[config.mk]
export PLATFORM = sky130hd
export DESIGN_NAME = multi_channel_relay_pulse_controller_core_flat
export DESIGN_NICKNAME = d
export VERILOG_FILES = /design/src/rtl/mrpc_pkg.sv /design/src/rtl/mrpc_if.sv /design/src/rtl/mrpc_cfg.sv /design/src/rtl/mrpc_chan.sv /design/src/rtl/multi_channel_relay_pulse_controller_core.sv /design/src/flat_wrapper.sv
export SDC_FILE = /design/constraint.sdc
export NUM_CORES = 2
export LEC_CHECK = 0
export ABC_AREA = 1
export BUFFER_PORTS_ARGS = -buffer_cell sky130_fd_sc_hd__clkbuf_2
export CAP_MARGIN = 5
export CORE_UTILIZATION = 35
export DETAILED_ROUTE_END_ITERATION = 8
export PLACE_DENSITY = 0.57
export SLEW_MARGIN = 10
export SYNTH_ARGS = -nofsm -noshare
export SYNTH_HDL_FRONTEND = slang
export SYNTH_HIERARCHICAL = 1
export SYNTH_SLANG_ARGS = --single-unit
[constraint.sdc]
create_clock -name clk -period 6 [get_ports clk]
set_clock_uncertainty 0.15 [all_clocks]
set_input_delay 0.6 -clock clk [delete_from_list [all_inputs] [get_ports clk]]
set_output_delay 0.6 -clock clk [all_outputs]
set_load 0.01 [all_outputs]
[src/rtl/mrpc_pkg.sv]
// shared constants, codes and types for the relay pulse controller
package mrpc_pkg;

	localparam int CHANNELS = 8;
	localparam int PinW     = 8;
	localparam int ModeW    = 3;
	localparam int ChanW    = 4;
	localparam int LenW     = 32;
	localparam int CntW     = 32;
	localparam int ActiveW  = 4;
	localparam int CfgIdxW  = 2;
	localparam int CfgDataW = 32;

	typedef enum logic [ModeW-1:0] {
		MODE_ON      = 3'd0,
		MODE_OFF     = 3'd1,
		MODE_TOGGLE  = 3'd2,
		MODE_PULSE   = 3'd3,
		MODE_ALL_ON  = 3'd4,
		MODE_ALL_OFF = 3'd5,
		MODE_TICK    = 3'd6,
		MODE_QUERY   = 3'd7
	} mode_t;

	typedef enum logic [CfgIdxW-1:0] {
		CFG_ACTIVE      = 2'd0,
		CFG_POLARITY    = 2'd1,
		CFG_PULSE_MODE  = 2'd2,
		CFG_DEFAULT_LEN = 2'd3
	} cfg_idx_t;

	// action handed to one channel cell
	typedef enum logic [2:0] {
		ACT_NONE   = 3'd0,
		ACT_ON     = 3'd1,
		ACT_OFF    = 3'd2,
		ACT_TOGGLE = 3'd3,
		ACT_PULSE  = 3'd4,
		ACT_TICK   = 3'd5
	} act_t;

	typedef struct packed {
		logic [ActiveW-1:0] active_channels;
		logic [PinW-1:0]    polarity_mask;
		logic [PinW-1:0]    pulse_mode_mask;
		logic [LenW-1:0]    default_pulse_ms;
	} cfg_t;

	typedef struct packed {
		act_t            act;
		logic            live;
		logic            mode_bit;
		logic [LenW-1:0] pulse_ms;
		logic [LenW-1:0] dflt_ms;
	} chan_ctl_t;

	typedef struct packed {
		logic            on_q;
		logic            on_n;
		logic [CntW-1:0] cnt_n;
		logic            changed;
	} chan_st_t;

endpackage

[src/rtl/mrpc_if.sv]
// command and result channel interfaces
interface mrpc_cmd_if;
	logic                        valid;
	logic                        ready;
	logic [mrpc_pkg::ModeW-1:0]  mode;
	logic [mrpc_pkg::ChanW-1:0]  channel;
	logic [mrpc_pkg::LenW-1:0]   pulse_ms;

	modport source (output valid, mode, channel, pulse_ms, input ready);
	modport sink   (input valid, mode, channel, pulse_ms, output ready);
endinterface

interface mrpc_rsp_if;
	logic                       valid;
	logic                       ready;
	logic                       status;
	logic                       channel_on;
	logic [mrpc_pkg::CntW-1:0]  switch_count;
	logic [mrpc_pkg::PinW-1:0]  pin_levels;
	logic [mrpc_pkg::PinW-1:0]  changed_mask;

	modport source (output valid, status, channel_on, switch_count, pin_levels, changed_mask,
		input ready);
	modport sink   (input valid, status, channel_on, switch_count, pin_levels, changed_mask,
		output ready);
endinterface

[src/rtl/mrpc_cfg.sv]
// configuration register file
module mrpc_cfg (
	input  logic                           clk,
	input  logic                           arst_n,
	input  logic                           cfg_we,
	input  logic [mrpc_pkg::CfgIdxW-1:0]   cfg_idx,
	input  logic [mrpc_pkg::CfgDataW-1:0]  cfg_data,
	output mrpc_pkg::cfg_t                 cfg
);

	mrpc_pkg::cfg_t cfg_q;

	always_ff @(posedge clk or negedge arst_n) begin
		if (!arst_n) begin
			cfg_q.active_channels  <= mrpc_pkg::ActiveW'(mrpc_pkg::CHANNELS);
			cfg_q.polarity_mask    <= '0;
			cfg_q.pulse_mode_mask  <= '0;
			cfg_q.default_pulse_ms <= '0;
		end else if (cfg_we) begin
			unique case (mrpc_pkg::cfg_idx_t'(cfg_idx))
				mrpc_pkg::CFG_ACTIVE:
					cfg_q.active_channels  <= cfg_data[mrpc_pkg::ActiveW-1:0];
				mrpc_pkg::CFG_POLARITY:
					cfg_q.polarity_mask    <= cfg_data[mrpc_pkg::PinW-1:0];
				mrpc_pkg::CFG_PULSE_MODE:
					cfg_q.pulse_mode_mask  <= cfg_data[mrpc_pkg::PinW-1:0];
				mrpc_pkg::CFG_DEFAULT_LEN:
					cfg_q.default_pulse_ms <= cfg_data[mrpc_pkg::LenW-1:0];
				default: ;
			endcase
		end
	end

	assign cfg = cfg_q;

endmodule

[src/rtl/mrpc_chan.sv]
// one relay channel: on bit, switch count, pulse override and countdown
module mrpc_chan (
	input  logic                  clk,
	input  logic                  arst_n,
	input  logic                  en,
	input  mrpc_pkg::chan_ctl_t   ctl,
	output mrpc_pkg::chan_st_t    st
);

	logic                       on_q, on_n;
	logic [mrpc_pkg::CntW-1:0]  cnt_q, cnt_n;
	logic                       ovr_q, ovr_n;
	logic [mrpc_pkg::LenW-1:0]  len_q, len_n;
	logic [mrpc_pkg::LenW-1:0]  rem_q, rem_n;
	logic                       do_on, do_off;
	logic                       arm;
	logic [mrpc_pkg::LenW-1:0]  arm_len;

	always_comb begin
		on_n   = on_q;
		cnt_n  = cnt_q;
		ovr_n  = ovr_q;
		len_n  = len_q;
		rem_n  = rem_q;
		do_on  = 1'b0;
		do_off = 1'b0;
		case (ctl.act)
			mrpc_pkg::ACT_ON:     do_on = 1'b1;
			mrpc_pkg::ACT_OFF:    do_off = 1'b1;
			mrpc_pkg::ACT_TOGGLE: begin
				do_on  = !on_q;
				do_off = on_q;
			end
			mrpc_pkg::ACT_PULSE: begin
				ovr_n = 1'b1;
				len_n = ctl.pulse_ms;
				do_on = 1'b1;
			end
			mrpc_pkg::ACT_TICK: begin
				// armed countdown steps down; expiry drops a live channel
				if (rem_q != '0) begin
					rem_n = rem_q - 1'b1;
					if (rem_q == mrpc_pkg::LenW'(1) && ctl.live) begin
						on_n = 1'b0;
					end
				end
			end
			default: ;
		endcase
		arm     = ovr_n | ctl.mode_bit;
		arm_len = ovr_n ? len_n : ctl.dflt_ms;
		if (do_on) begin
			if (!on_q) begin
				on_n  = 1'b1;
				cnt_n = cnt_q + 1'b1;
			end
			if (arm && arm_len != '0) begin
				rem_n = arm_len;
			end
		end
		if (do_off) begin
			on_n  = 1'b0;
			rem_n = '0;
		end
	end

	always_ff @(posedge clk or negedge arst_n) begin
		if (!arst_n) begin
			on_q  <= 1'b0;
			cnt_q <= '0;
			ovr_q <= 1'b0;
			len_q <= '0;
			rem_q <= '0;
		end else if (en) begin
			on_q  <= on_n;
			cnt_q <= cnt_n;
			ovr_q <= ovr_n;
			len_q <= len_n;
			rem_q <= rem_n;
		end
	end

	assign st.on_q    = on_q;
	assign st.on_n    = on_n;
	assign st.cnt_n   = cnt_n;
	assign st.changed = on_n ^ on_q;

endmodule

[src/rtl/multi_channel_relay_pulse_controller_core.sv]
// top level of the multi-channel relay controller with one-shot pulse mode
//
// Takes one command word per clock, unless a stalled result holds it back:
// on, off, toggle, pulse, all on, all off, a 1 ms tick or a query, and
// returns exactly one result word per command with the status, the
// addressed channel's on bit and off-to-on count, the pin levels after
// polarity and the mask of channels that switched. A command sits in the
// input register while the per-channel update is worked out, and the
// result register then takes it; a new command can be taken every cycle
// while the result word is not stalled, the rate being set by the
// combinational update of the channel cells. A stalled result word holds
// the input register and the channel state until it is taken.
// Configuration writes are only legal with no command in flight.
module multi_channel_relay_pulse_controller_core (
	input  logic                           clk,
	input  logic                           arst_n,
	mrpc_cmd_if.sink                       cmd,
	mrpc_rsp_if.source                     rsp,
	input  logic                           cfg_we,
	input  logic [mrpc_pkg::CfgIdxW-1:0]   cfg_idx,
	input  logic [mrpc_pkg::CfgDataW-1:0]  cfg_data
);

	localparam int N = mrpc_pkg::CHANNELS;

	mrpc_pkg::cfg_t cfg;

	// input stage
	logic                        valid_s1;
	logic [mrpc_pkg::ModeW-1:0]  mode_s1;
	logic [mrpc_pkg::ChanW-1:0]  chan_s1;
	logic [mrpc_pkg::LenW-1:0]   plen_s1;

	// result register
	logic                        rsp_valid_q;
	logic                        status_q;
	logic                        on_q;
	logic [mrpc_pkg::CntW-1:0]   cnt_q;
	logic [mrpc_pkg::PinW-1:0]   pins_q;
	logic [mrpc_pkg::PinW-1:0]   changed_q;

	logic                        advance;
	logic                        upd_en;
	logic                        addressed;
	logic                        chan_ok;
	logic [N-1:0]                sel;
	logic [N-1:0]                live;
	logic [N-1:0]                mode_bits;
	mrpc_pkg::chan_ctl_t         ctl [N];
	mrpc_pkg::chan_st_t          st  [N];

	logic                        status_c;
	logic                        on_c;
	logic [mrpc_pkg::CntW-1:0]   cnt_c;
	logic [mrpc_pkg::PinW-1:0]   pins_c;
	logic [mrpc_pkg::PinW-1:0]   changed_c;
	logic [mrpc_pkg::PinW-1:0]   pins_now;

	mrpc_cfg u_cfg (
		.clk      (clk),
		.arst_n   (arst_n),
		.cfg_we   (cfg_we),
		.cfg_idx  (cfg_idx),
		.cfg_data (cfg_data),
		.cfg      (cfg)
	);

	// handshake: the result register frees up when empty or being taken
	assign advance   = !rsp_valid_q || rsp.ready;
	assign cmd.ready = !valid_s1 || advance;
	assign upd_en    = valid_s1 && advance;

	always_ff @(posedge clk or negedge arst_n) begin
		if (!arst_n) begin
			valid_s1 <= 1'b0;
		end else if (cmd.ready) begin
			valid_s1 <= cmd.valid;
		end
	end

	always_ff @(posedge clk) begin
		if (cmd.valid && cmd.ready) begin
			mode_s1 <= cmd.mode;
			chan_s1 <= cmd.channel;
			plen_s1 <= cmd.pulse_ms;
		end
	end

	// channel addressing: one-based, bounded by active count and channel count
	assign addressed = (mrpc_pkg::mode_t'(mode_s1) == mrpc_pkg::MODE_ON)
		|| (mrpc_pkg::mode_t'(mode_s1) == mrpc_pkg::MODE_OFF)
		|| (mrpc_pkg::mode_t'(mode_s1) == mrpc_pkg::MODE_TOGGLE)
		|| (mrpc_pkg::mode_t'(mode_s1) == mrpc_pkg::MODE_PULSE)
		|| (mrpc_pkg::mode_t'(mode_s1) == mrpc_pkg::MODE_QUERY);
	assign chan_ok = (chan_s1 != '0) && (int'(chan_s1) <= int'(cfg.active_channels))
		&& (int'(chan_s1) <= N);

	for (genvar i = 0; i < N; i++) begin : g_chan
		assign sel[i]  = chan_ok && (int'(chan_s1) == i + 1);
		assign live[i] = int'(cfg.active_channels) > i;

		// per-channel command decode
		always_comb begin
			ctl[i].act      = mrpc_pkg::ACT_NONE;
			ctl[i].live     = live[i];
			ctl[i].mode_bit = mode_bits[i];
			ctl[i].pulse_ms = plen_s1;
			ctl[i].dflt_ms  = cfg.default_pulse_ms;
			unique case (mrpc_pkg::mode_t'(mode_s1))
				mrpc_pkg::MODE_ON:
					if (sel[i]) ctl[i].act = mrpc_pkg::ACT_ON;
				mrpc_pkg::MODE_OFF:
					if (sel[i]) ctl[i].act = mrpc_pkg::ACT_OFF;
				mrpc_pkg::MODE_TOGGLE:
					if (sel[i]) ctl[i].act = mrpc_pkg::ACT_TOGGLE;
				mrpc_pkg::MODE_PULSE:
					if (sel[i]) ctl[i].act = mrpc_pkg::ACT_PULSE;
				mrpc_pkg::MODE_ALL_ON:
					if (live[i]) ctl[i].act = mrpc_pkg::ACT_ON;
				mrpc_pkg::MODE_ALL_OFF:
					if (live[i]) ctl[i].act = mrpc_pkg::ACT_OFF;
				mrpc_pkg::MODE_TICK:
					ctl[i].act = mrpc_pkg::ACT_TICK;
				mrpc_pkg::MODE_QUERY: ;
				default: ;
			endcase
		end

		// set-up pulse mode bits exist only for the first eight channels
		if (i < mrpc_pkg::PinW) begin : g_mb
			assign mode_bits[i] = cfg.pulse_mode_mask[i];
		end else begin : g_nomb
			assign mode_bits[i] = 1'b0;
		end

		mrpc_chan u_chan (
			.clk    (clk),
			.arst_n (arst_n),
			.en     (upd_en),
			.ctl    (ctl[i]),
			.st     (st[i])
		);
	end

	// pins and change mask cover channels one to eight only
	for (genvar b = 0; b < mrpc_pkg::PinW; b++) begin : g_pin
		if (b < N) begin : g_used
			assign pins_c[b]    = st[b].on_n ^ cfg.polarity_mask[b];
			assign pins_now[b]  = st[b].on_q ^ cfg.polarity_mask[b];
			assign changed_c[b] = st[b].changed;
		end else begin : g_unused
			assign pins_c[b]    = 1'b0;
			assign pins_now[b]  = 1'b0;
			assign changed_c[b] = 1'b0;
		end
	end

	// addressed channel readout, one-hot select
	always_comb begin
		on_c  = 1'b0;
		cnt_c = '0;
		for (int i = 0; i < N; i++) begin
			if (addressed && sel[i]) begin
				on_c  = on_c | st[i].on_n;
				cnt_c = cnt_c | st[i].cnt_n;
			end
		end
		status_c = addressed && !chan_ok;
	end

	always_ff @(posedge clk or negedge arst_n) begin
		if (!arst_n) begin
			rsp_valid_q <= 1'b0;
		end else if (advance) begin
			rsp_valid_q <= valid_s1;
		end
	end

	always_ff @(posedge clk) begin
		if (upd_en) begin
			status_q  <= status_c;
			on_q      <= on_c;
			cnt_q     <= cnt_c;
			pins_q    <= pins_c;
			changed_q <= status_c ? '0 : changed_c;
		end
	end

	assign rsp.valid        = rsp_valid_q;
	assign rsp.status       = status_q;
	assign rsp.channel_on   = on_q;
	assign rsp.switch_count = cnt_q;
	assign rsp.pin_levels   = pins_q;
	assign rsp.changed_mask = changed_q;

`ifndef SYNTHESIS
	// a rejected channel number never reports a count or a switch
	a_err_quiet: assert property (@(posedge clk) disable iff (!arst_n)
		rsp.valid && rsp.status |-> rsp.switch_count == '0 && rsp.changed_mask == '0
		&& !rsp.channel_on)
		else $error("error result carries channel data");

	// a waiting result matches the channel state it left behind
	a_pins_match: assert property (@(posedge clk) disable iff (!arst_n)
		rsp.valid |-> rsp.pin_levels == pins_now)
		else $error("pin levels disagree with channel state");

	// no channel state moves while the result register is blocked
	a_stall_hold: assert property (@(posedge clk) disable iff (!arst_n)
		valid_s1 && !advance |=> $stable(pins_now) && $stable(valid_s1))
		else $error("state changed during a stall");

	// a command in the input stage always yields a result next cycle when free
	a_result_follows: assert property (@(posedge clk) disable iff (!arst_n)
		upd_en |=> rsp_valid_q)
		else $error("command dropped");
`endif

endmodule
[src/flat_wrapper.sv]
// flat-port wrapper written by rule: the top's interface ports become plain ports
module multi_channel_relay_pulse_controller_core_flat 
  (clk, arst_n, cfg_we, cfg_idx, cfg_data, cmd_valid, cmd_mode, cmd_channel, cmd_pulse_ms, cmd_ready, rsp_valid, rsp_status, rsp_channel_on, rsp_switch_count, rsp_pin_levels, rsp_changed_mask, rsp_ready);
  mrpc_cmd_if cmd_i ();
  mrpc_rsp_if rsp_i ();
  input  logic clk;
  input  logic arst_n;
  input  logic cfg_we;
  input  logic [mrpc_pkg::CfgIdxW-1:0] cfg_idx;
  input  logic [mrpc_pkg::CfgDataW-1:0] cfg_data;
  input wire logic [$bits(cmd_i.valid)-1:0] cmd_valid;
  input wire logic [$bits(cmd_i.mode)-1:0] cmd_mode;
  input wire logic [$bits(cmd_i.channel)-1:0] cmd_channel;
  input wire logic [$bits(cmd_i.pulse_ms)-1:0] cmd_pulse_ms;
  output wire logic [$bits(cmd_i.ready)-1:0] cmd_ready;
  output wire logic [$bits(rsp_i.valid)-1:0] rsp_valid;
  output wire logic [$bits(rsp_i.status)-1:0] rsp_status;
  output wire logic [$bits(rsp_i.channel_on)-1:0] rsp_channel_on;
  output wire logic [$bits(rsp_i.switch_count)-1:0] rsp_switch_count;
  output wire logic [$bits(rsp_i.pin_levels)-1:0] rsp_pin_levels;
  output wire logic [$bits(rsp_i.changed_mask)-1:0] rsp_changed_mask;
  input wire logic [$bits(rsp_i.ready)-1:0] rsp_ready;
  assign cmd_i.valid = cmd_valid;
  assign cmd_i.mode = cmd_mode;
  assign cmd_i.channel = cmd_channel;
  assign cmd_i.pulse_ms = cmd_pulse_ms;
  assign cmd_ready = cmd_i.ready;
  assign rsp_valid = rsp_i.valid;
  assign rsp_status = rsp_i.status;
  assign rsp_channel_on = rsp_i.channel_on;
  assign rsp_switch_count = rsp_i.switch_count;
  assign rsp_pin_levels = rsp_i.pin_levels;
  assign rsp_changed_mask = rsp_i.changed_mask;
  assign rsp_i.ready = rsp_ready;
  multi_channel_relay_pulse_controller_core u_core (.clk(clk), .arst_n(arst_n), .cmd(cmd_i), .rsp(rsp_i), .cfg_we(cfg_we), .cfg_idx(cfg_idx), .cfg_data(cfg_data));
endmodule
==> results.md <==
* Final wirelength at roughly 270 mm
* Via count at 69800
* Pre-CTS WS at ~480 ps
* Minimum clock period at 5500 ps
* Max Transition Viols Final at 0
* Vias in the first global route at 64200
* Starting density of the core at 0.353
* Syn-to-layout area delta at 10.7%
* Clock latency on the worst-skew pair at approximately 800 ps
* Fin. Hold Viols at 0
* Slew headroom at 0.0721
* Critical Path RT at ~6500 ps
* Max Fanout on Critical Path at 48
* Die footprint at between 0.15 and 0.2 mm2
* Slew @ Worst Pin at 1390 ps
* CTS sink cnt at approximately 930
* Cell Count, Final, Fillers Out at about 14000
* Drt wl/cell at 19.6 um
* Cell area after synthesis at 0.0680 mm2
* Synth warn at 6
* Clock network fraction of total power at 0.273
* Sw Pwr at 12.5 mW
* Core area at 0.193 mm2
* Antenna-violating nets left at 0
* Syn_nets at roughly 11000
* CTS H-tree depth at 3
* Gr usage total at 0.265
* Final setup margin at 499 ps
* Post-placement cell count at 13300
* CP Data Arrival Time at 6000 ps
* # IOs at 130
* Layout cell share with drive strength beyond 1 at 0.0545
* Sw frac at 0.438
* RSZ-0062 raised after global routing: false
* Global-route wire length before repair at 403 mm
* HPWL after detailed placement at 187 mm
* Crit-path leading delay family: simple AND/OR/NAND/NOR gates
* Clock root buffer: clkbuf_16
* Max Clock Freq at about 180 MHz
* CP Capture Type: flip-flop
* Internal power at 16.0 mW
* Cell mode on critical path: nand2_1
* DRC errors left at 0
* Max rail drop VDD at 277 uV
* Nets at 11000
* Reg clk slew, reported paths at ~60 ps
* Number of buffers added on ports at 129
* Part of the power in registers at 0.356
* Height of the die at 443 um
* Final design utilization at 0.391
* Initial antenna violation count at 15
* First-pass iteration count of the detailed router at 8
* Worst setup SP type: flip-flop
* Leak pwr at 38.4 nW
* Pwr Density at 377 mW/mm2
* Outcome: finished clean
* RD Place Congestion at 0.958
* Worst min-delay path class: primary input to flip-flop
* Total chip power at roughly 28 mW
* Final setup fails at 0
* CP bufs+invs at 3
* TNS Setup at 0 ps
* Crit-path slowest cell: dfstp_2
* Vias per cell at 5.14
* FILL cells at 20500
* Die width at 443 um
* Final worst-path cycle share at 0.917
* Gate power share at 0.370
* CP peak stage delay at 570 ps
* Post-Synthesis Cells at ~11000
* Crit-path cells: inv_1, ha_1, nand2_1, inv_1, nand2_1, nand2_1, nand2_4, buf_4, nand2_1, o22ai_2, nor2_1, nand2_2, nor2_1, nor2_1, nand2_1, nor2_1, nand2_1, nor2_1, nand2_2, nand2_4, nand2_1, nand3_1, o21ai_0
* Remaining Overflow, GRT at 0
* CTS Buf Count at 118
* Max-cap violations at 0
* Initial drt markers at 7075
* Largest net degree at the start of global routing at 167
* Site Rows at between 150 and 200
* CTS max path bufs at 3
* Synthesized area per cell at 6.19 um2
* Critical path type: flip-flop to flip-flop
* CTS tree: done
## power groups by stage
stage	clock [mW]	sequential, mW	combinational (mW)
global placement	0	10.1	10.1
CTS	7.92	10.1	10.4
finish	7.77	10.1	10.5
global route	8.17	10.3	12.0
floorplan	0	9.30	7.78
detailed placement	0	10.2	10.3
## layer usage
layer	vias to the layer above	wire (um)	global-route usage
li1	33900	-	-
met5	-	13	0
met4	2	11300	0.110
met1	32900	118000	0.368
met3	432	19100	0.0366
met2	2604	118000	0.411
## layout by cell type, fill, tap and decap left out, drive strengths merged, types with 95 or more instances in the layout
| cell | instances |
|---|---|
| xor2 | 393 |
| nor2 | 1756 |
| dfrtp | 837 |
| nand4 | 243 |
| nand3 | 840 |
| nor3 | 140 |
| nand2 | 3851 |
| inv | 1392 |
| buf | 95 |
| o21ai | 812 |
| clkbuf | 282 |
## what timing repair did
| action | in CTS | in global routing |
|---|---|---|
| setup endpoints to repair | 0 | 56 |
| hold buffers | 71 | 0 |
| endpoints found under the hold margin | 132 | 0 |
| gates resized for setup | 0 | 4 |
| buffers inserted | 0 | 2 |
## state kept, by name, indices dropped and copies added (netlist names), 3 cells and up
name and count:
u_core/rsp.pin_levels 8, u_core/g_chan.u_chan/on_q 8, u_core/rsp.switch_count 32, u_core/g_chan.u_chan/len_q 256, u_core/u_cfg/cfg 52, u_core/g_chan.u_chan/rem_q 256, u_core/g_chan.u_chan/cnt_q 256, u_core/mode_s1 3
u_core/chan_s1 4, u_core/g_chan.u_chan/ovr_q 8, u_core/rsp.changed_mask 8, u_core/plen_s1 32
## through the flow
stage          cell area [um2]  hold WS, ps
3_5_place_dp             70400          310
3_3_place_gp             70400          308
4_1_cts                  75300         1.50
2_1_floorplan            68000          154
5_1_grt                  75300         1.25
6_report                 75300         47.7
## area by class of cell
| class | instances | area [um2] | share of cell area |
|---|---|---|---|
| multi-input combinational | 8196 | 36900 | 0.490 |
| tap | 2526 | 3160 | 0.0420 |
| antenna | 3 | 7.51 | 0.0000997 |
| clock inverter | 71 | 936 | 0.0124 |
| clock buffer | 154 | 3250 | 0.0431 |
| inverter | 1392 | 5240 | 0.0696 |
| sequential | 927 | 23600 | 0.314 |
| timing repair buffer | 294 | 2180 | 0.0290 |
## worst paths after layout
kind,from,to,slack (ps),cells past startpoint
max in group asynchronous,arst_n,u_core/g_chan[1].u_chan/cnt_q[25],3990,3
max reg2reg,u_core/u_cfg/cfg[51],u_core/g_chan[7].u_chan/rem_q[23],500,23
max,u_core/u_cfg/cfg[51],u_core/g_chan[7].u_chan/rem_q[23],500,23
min in group asynchronous,arst_n,u_core/g_chan[1].u_chan/rem_q[26],280,2
min,cmd_mode[0],u_core/mode_s1[0],50,1
min reg2reg,u_core/u_cfg/cfg[38],u_core/u_cfg/cfg[38],330,2
(Power assumes the default switching activity.)
